[src/sv/csm_pkg.sv]
// Shared constants, codes and types of the closest scan matcher.
package csm_pkg;

  localparam int unsigned MAX_ROWS  = 1024;
  localparam int unsigned ADDR_W    = $clog2(MAX_ROWS);
  localparam int unsigned CNT_W     = ADDR_W + 1;

  localparam int unsigned TIME_W    = 24;
  localparam int unsigned SCAN_W    = 16;
  localparam int unsigned ROW_W     = 10;
  localparam int unsigned FC_W      = 11;
  localparam int unsigned CFG_W     = 24;
  localparam int unsigned CFG_IDX_W = 2;

  // Request types.
  localparam logic [1:0] REQ_LOAD = 2'd0;
  localparam logic [1:0] REQ_SCAN = 2'd1;
  localparam logic [1:0] REQ_READ = 2'd2;

  // Configuration register indexes.
  localparam logic [CFG_IDX_W-1:0] CFG_RT_TOL    = 2'd0;
  localparam logic [CFG_IDX_W-1:0] CFG_DT_TOL    = 2'd1;
  localparam logic [CFG_IDX_W-1:0] CFG_DRIFT_EN  = 2'd2;
  localparam logic [CFG_IDX_W-1:0] CFG_FEAT_CNT  = 2'd3;

  typedef struct packed {
    logic [1:0]        req_type;
    logic [ROW_W-1:0]  row_index;
    logic [TIME_W-1:0] rt_value;
    logic [TIME_W-1:0] dt_value;
    logic [SCAN_W-1:0] scan_number;
  } csm_req_t;

  typedef struct packed {
    logic [SCAN_W-1:0] closest_scan;
    logic [TIME_W-1:0] closest_rt;
    logic [TIME_W-1:0] closest_dt;
  } csm_res_t;

  typedef struct packed {
    logic [TIME_W-1:0] rt;
    logic [TIME_W-1:0] dt;
  } csm_feat_t;

  typedef struct packed {
    logic [TIME_W-1:0] rt_tol;
    logic [TIME_W-1:0] dt_tol;
    logic              drift_enabled;
    logic [FC_W-1:0]   feature_count;
  } csm_cfg_t;

  typedef struct packed {
    logic clear_step;
    logic load;
    logic read;
    logic scan_start;
    logic scan_step;
  } csm_cmd_t;

  typedef struct packed {
    logic clear_last;
    logic walk_done;
  } csm_sts_t;

endpackage

[src/sv/csm_ctrl.sv]
// Controller state machine of the closest scan matcher.
module csm_ctrl import csm_pkg::*; (
  input  logic       clk_i,
  input  logic       rst_ni,
  input  logic       start,
  input  logic [1:0] req_type_i,
  input  csm_sts_t   sts_i,
  output csm_cmd_t   cmd_o,
  output logic       busy
);

  localparam logic [1:0] ST_CLEAR = 2'd0;
  localparam logic [1:0] ST_IDLE  = 2'd1;
  localparam logic [1:0] ST_SCAN  = 2'd2;

  logic [1:0] state_q, state_d;

  always_comb begin
    state_d = state_q;
    cmd_o   = '0;
    case (state_q)
      ST_CLEAR: begin
        cmd_o.clear_step = 1'b1;
        if (sts_i.clear_last) begin
          state_d = ST_IDLE;
        end
      end
      ST_IDLE: begin
        if (start) begin
          case (req_type_i)
            REQ_LOAD: cmd_o.load = 1'b1;
            REQ_READ: cmd_o.read = 1'b1;
            REQ_SCAN: begin
              cmd_o.scan_start = 1'b1;
              state_d          = ST_SCAN;
            end
            default: ;
          endcase
        end
      end
      ST_SCAN: begin
        cmd_o.scan_step = 1'b1;
        if (sts_i.walk_done) begin
          state_d = ST_IDLE;
        end
      end
      default: state_d = ST_CLEAR;
    endcase
  end

  always_ff @(posedge clk_i or negedge rst_ni) begin
    if (!rst_ni) begin
      state_q <= ST_CLEAR;
    end else begin
      state_q <= state_d;
    end
  end

  assign busy = (state_q != ST_IDLE);

endmodule

[config.mk]
export PLATFORM = sky130hd
export DESIGN_NAME = csm_ctrl
export DESIGN_NICKNAME = d
export VERILOG_FILES = /design/src/sv/csm_pkg.sv /design/src/sv/csm_ctrl.sv
export SDC_FILE = /design/constraint.sdc
export NUM_CORES = 1
export LEC_CHECK = 0
export BUFFER_PORTS_ARGS = -buffer_cell sky130_fd_sc_hd__buf_4
export CAP_MARGIN = 5
export CELL_PAD_IN_SITES_DETAIL_PLACEMENT = 1
export CELL_PAD_IN_SITES_GLOBAL_PLACEMENT = 1
export CORE_AREA = 3 3 40 42
export CTS_CLUSTER_DIAMETER = 80
export DETAILED_ROUTE_END_ITERATION = 7
export DIE_AREA = 0 0 43 45
export MAX_ROUTING_LAYER = met4
export PLACE_DENSITY = 0.48
export SKIP_LAST_GASP = 1
export SYNTH_ARGS = -nofsm -noshare
export SYNTH_HDL_FRONTEND = slang
export SYNTH_SLANG_ARGS = --single-unit
export TNS_END_PERCENT = 10
[constraint.sdc]
create_clock -name clk_i -period 1.2 [get_ports clk_i]
set_input_delay 0.24 -clock clk_i [delete_from_list [all_inputs] [get_ports clk_i]]
set_output_delay 0.24 -clock clk_i [all_outputs]
set_load 0.01 [all_outputs]
== After elaboration in Yosys (flattened, before gate mapping) ==
Index checks and enable logic that the tools add are counted.
W data, S select, Z words.

* Bits of input ports: 7
* Logic and storage cells: 25
* Flip-flop bits (word level): 2
* Output and inout bits: 6

* Reduce and logical (&&, ||, !) cells: 3
* Equality and inequality tests: 9
* Multiplexer cells: 12

{| class="wikitable"
|+ Operator list
! operator !! number
|-
| $mux W2 || 4
|-
| $mux W3 || 2
|-
| $ne A2 B2 Y1 const B || 3
|-
| $pmux W2 S3 || 1
|-
| $mux W1 || 5
|-
| $eq A2 B1 Y1 const B || 2
|-
| $eq A2 B2 Y1 const B || 2
|-
| $logic_not A2 Y1 || 2
|-
| $ne A2 B1 Y1 const B || 2
|-
| $reduce_and A4 Y1 || 1
|}

== Logic depth before layout (Yosys ltp) ==
* Depth after elaboration: 4
* Depth in mapped cells: 2
* Mapped depth without buffers: 2

== Least setup slack after synthesis ==
OpenSTA, ideal clock, no wires.

* Path type: register -> output
* Start: reg state_q[1]
* End: out cmd_o[3] (netlist bit)
* Setup slack: 27 ps
* Buffers on the path: 0
* Data required time: 960 ps
* Stages on the path, launching flop included: 3
* Arrival: 933 ps
* Cell sequence: dfrtp_1 nand2b_2 nor4b_2

{| class="wikitable"
|+ RTL lines
! element !! line !! text
|-
| from (decl) || csm_ctrl.sv:16 || <nowiki>logic [1:0] state_q, state_d;</nowiki>
|-
| from (signal assigned) || csm_ctrl.sv:55 || <nowiki>state_q <= state_d;</nowiki>
|-
| to (decl) || csm_ctrl.sv:8 || <nowiki>output csm_cmd_t cmd_o,</nowiki>
|}

==> impl_summary.md <==
Clocking
The CTS tree is yes. The clock slew at the register clock pins of the worst setup and hold paths is 0.03 ns. The tree is rooted in a clkbuf_4. The setup fix buffers added after clock tree synthesis is 0.

The number of buffers on the longest clock path is 2. The latest clock arrival within the worst-skew pair is 0.22 ns. The clock drives 2 sinks.

In this run the number of H-tree levels came out at 1. The total CTS buffers is 3.

Critical path
The kind of critical path is reg2out. Walking the worst path, the cells encountered are nand2b_4, nor4b_4, buf_4. In this run the worst path has a maximum fanout of 3. In this run the register-to-register setup slack is 0.15 ns. The kind of launch point of the worst setup path is a register. Data arrives at the worst endpoint at 1.12 ns.

The combined buffer and inverter count along the critical path is 1. The slowest library cell on the worst path is dfrtp_1. The largest single stage delay on the critical path is between 0.3 and 0.4 ns. The sort of element at the end of the critical path is an output port. The cell family with the largest share of critical-path delay is flip-flops. For the worst setup path, the data required time is 0.96 ns.

Yosys
The number of synthesis warnings is 0. Synthesis instantiated 12 different standard cells from the library. The post-synthesis net count is 21. The synthesized area per cell is between 10 and 15 um^2. The mapped cell area is 145 um^2. dfrtp_1 takes more of the synthesized area than any other cell. Counting every instance in the synthesized netlist gives 14. The sequential-to-total area share from yosys stat is 34.5%.

In the post-synthesis netlist, the biggest area contributors are dfrtp_1 34%, nand4b_2 10%, nor4b_2 10%. The number of synthesized register bits is 2. Of the post-synthesis cell area, the dominant cell type holds 34.5%.

Finish
The final cell utilization of the core is 25.4%. Ranked by flip-flop count, first place goes to state_q. 0 antenna diodes ended up in the layout.

In the final layout, the registers with the most flip-flops are state_q (2). Summing all flip-flop and latch instances after layout gives 51.3 um^2. The area of combinational cells with multiple inputs is 115 um^2. The layout has 153 filler cells.

Leaving out fill and tap cells, the most frequent cell in the layout is buf_4. The count of non-filler cells in the finished layout is 47. The register with the most flip-flops in the layout has 2 of them. At the end of the flow, the number of nets in the layout was a little over 40. The area growth from synthesis to layout is 125%. Leaving out fill and tap cells, the most frequent cells in the layout are 14 x buf_4, 3 x clkbuf_4, 2 x nor2_1. In the final layout, the share of cells above drive strength 1 is a little under three quarters.

Pwr
For this design the static power due to leakage is 0.000163 uW. The power per cell area is around 1100 mW/mm^2. After layout, the design draws a total of 373 uW. Across the VDD grid, the largest voltage drop is 202 uV.

Placed design
The congestion estimate from routability-driven global placement came to 0.716. Counting tap cells, the placed design contains a total of 43 instances. The number of buffers inserted by port buffering is 12. The half-perimeter wire length after detailed placement is 404 um.

Timing
The worst setup skew after layout is 0.00134 ns. Hold timing on the final database bottoms out at a slack of 0.257 ns. The post-route fraction of the period consumed by the critical path is 113%. Once routing completed, OpenROAD measured the worst setup slack at -0.158 ns.

The final critical path time including I/O delays and setup is 1.36 ns. The count of final setup violators is 5. Timing would allow up to 737 MHz. Setup repair after global routing could not meet its margin everywhere. The number of slew-limit violations in the final report is 0. The remaining max-slew budget at the tightest pin is 88.1%. At the pin with the least slew margin, the transition time is 0.178 ns. The final count of hold timing violations was 0.

Drt
The detail-routed net length per standard cell is 10.9 um. For this run, the detailed router's first-pass iteration total came to 2. Summing over every cut layer, the via total after detailed routing is ~190. The remaining routing DRC violations is 0. The first-iteration detailed-routing DRC count is 2. In the routed layout, each cell is associated on average with a via count of 4.06. Summed over all layers, the routed wires come to 510 um.

The remaining antenna violation count after routing is 0.

Run
The number of max-capacitance violations reported is 0.

Floorplanning
After floorplanning, the core was sized to cover ~0.0013 mm^2. In this run the vertical extent of the chip is 45 um. The floorplan die width is around 43 um. The initial utilization of the core area, before any placement, comes to 11.3%. The cell row count is 13. The floorplan step defined a die boundary enclosing 0.00194 mm^2. The number of top-level design ports is 13.

Global routing
The overall global routing resource usage is under 10%. The number of antenna violations at the first check in global routing is 0. The first global-routing pass estimated 1000 um of wire.

For this run the aggregate overflow at the end of global routing stands at 0. The number of global-route vias before repair is 244. Entering global routing, the biggest net connects 6 pins.

Worst hold path
The worst hold path class is in2reg.

Status
The run finished, with violations left. The final reports fail on setup timing.
worst paths after layout:
check,startpoint,endpoint,cells past startpoint
min in group asynchronous,rst_ni,state_q[1],2
max reg2reg,state_q[0],state_q[0],3
max,state_q[1],cmd_o[3],3
min reg2reg,state_q[1],state_q[1],2
min,sts_i[0],state_q[0],2
max in group asynchronous,rst_ni,state_q[0],2
cell usage after synthesis, drive strengths merged:
cell type	instances
nor3	1
o2bb2ai	1
nor4b	1
dfrtp	2
a22o	1
nand4b	1
inv	1
o21ba	1
nor2b	1
nand2	1
nand2b	1
nor2	2
per-stage QoR:
stage	TNS (ns)	setup slack, ns	cell area (um^2)
floorplan	0	0.0267	145
global route	-0.839	-0.215	327
CTS	-0.758	-0.222	307
global placement	0	0.0168	269
detailed placement	0	0.0282	269
finish	-0.487	-0.158	327
layout make-up:
class,instances,share of cell area (%)
repair buffers,15,35.2
multi-input cells,11,35.2
flip-flops and latches,2,15.7
inverters,1,1.15
clock buffers,3,6.90
well taps,15,5.75
metal layers:
metal	vias up	global-route usage [%]	share of wire, %
li1	88	-	-
met3	0	1.99	11
met1	92	7.93	41
met5	-	-	0
met2	11	11.1	48
met4	0	5.42	0
timing repair:
action                     in CTS  in global routing
hold buffers                    1                  0
setup endpoints to repair       6                  5
pin swaps                       1                  1
gates resized for setup         1                  4
hold endpoints to repair        2                  0
report_power, final:
group / switching (uW) / leakage (uW) / internal, uW
Sequential: 11.0 / 0.0000234 / 77.5
Clock: 39.5 / 0.0000138 / 111
Combinational: 58.4 / 0.000126 / 76.0
Total: 109 / 0.000163 / 264
cell families after synthesis:
logic type | Yosys count | synth area share, %
DFF | 2 | 34.5
buffers and inverters | 1 | 2.58
AOI/OAI and AO/OA | 3 | 19.0
and+or+nand+nor | 8 | 44.0
worst reg2reg max path: cells and delay by family, from the launching register on:
kind | cells | cell delay, ns
compound gates | 2 | 0.35
buf+inv | 1 | 0.16
flops | 1 | 0.43
(Power assumes the default switching activity.)
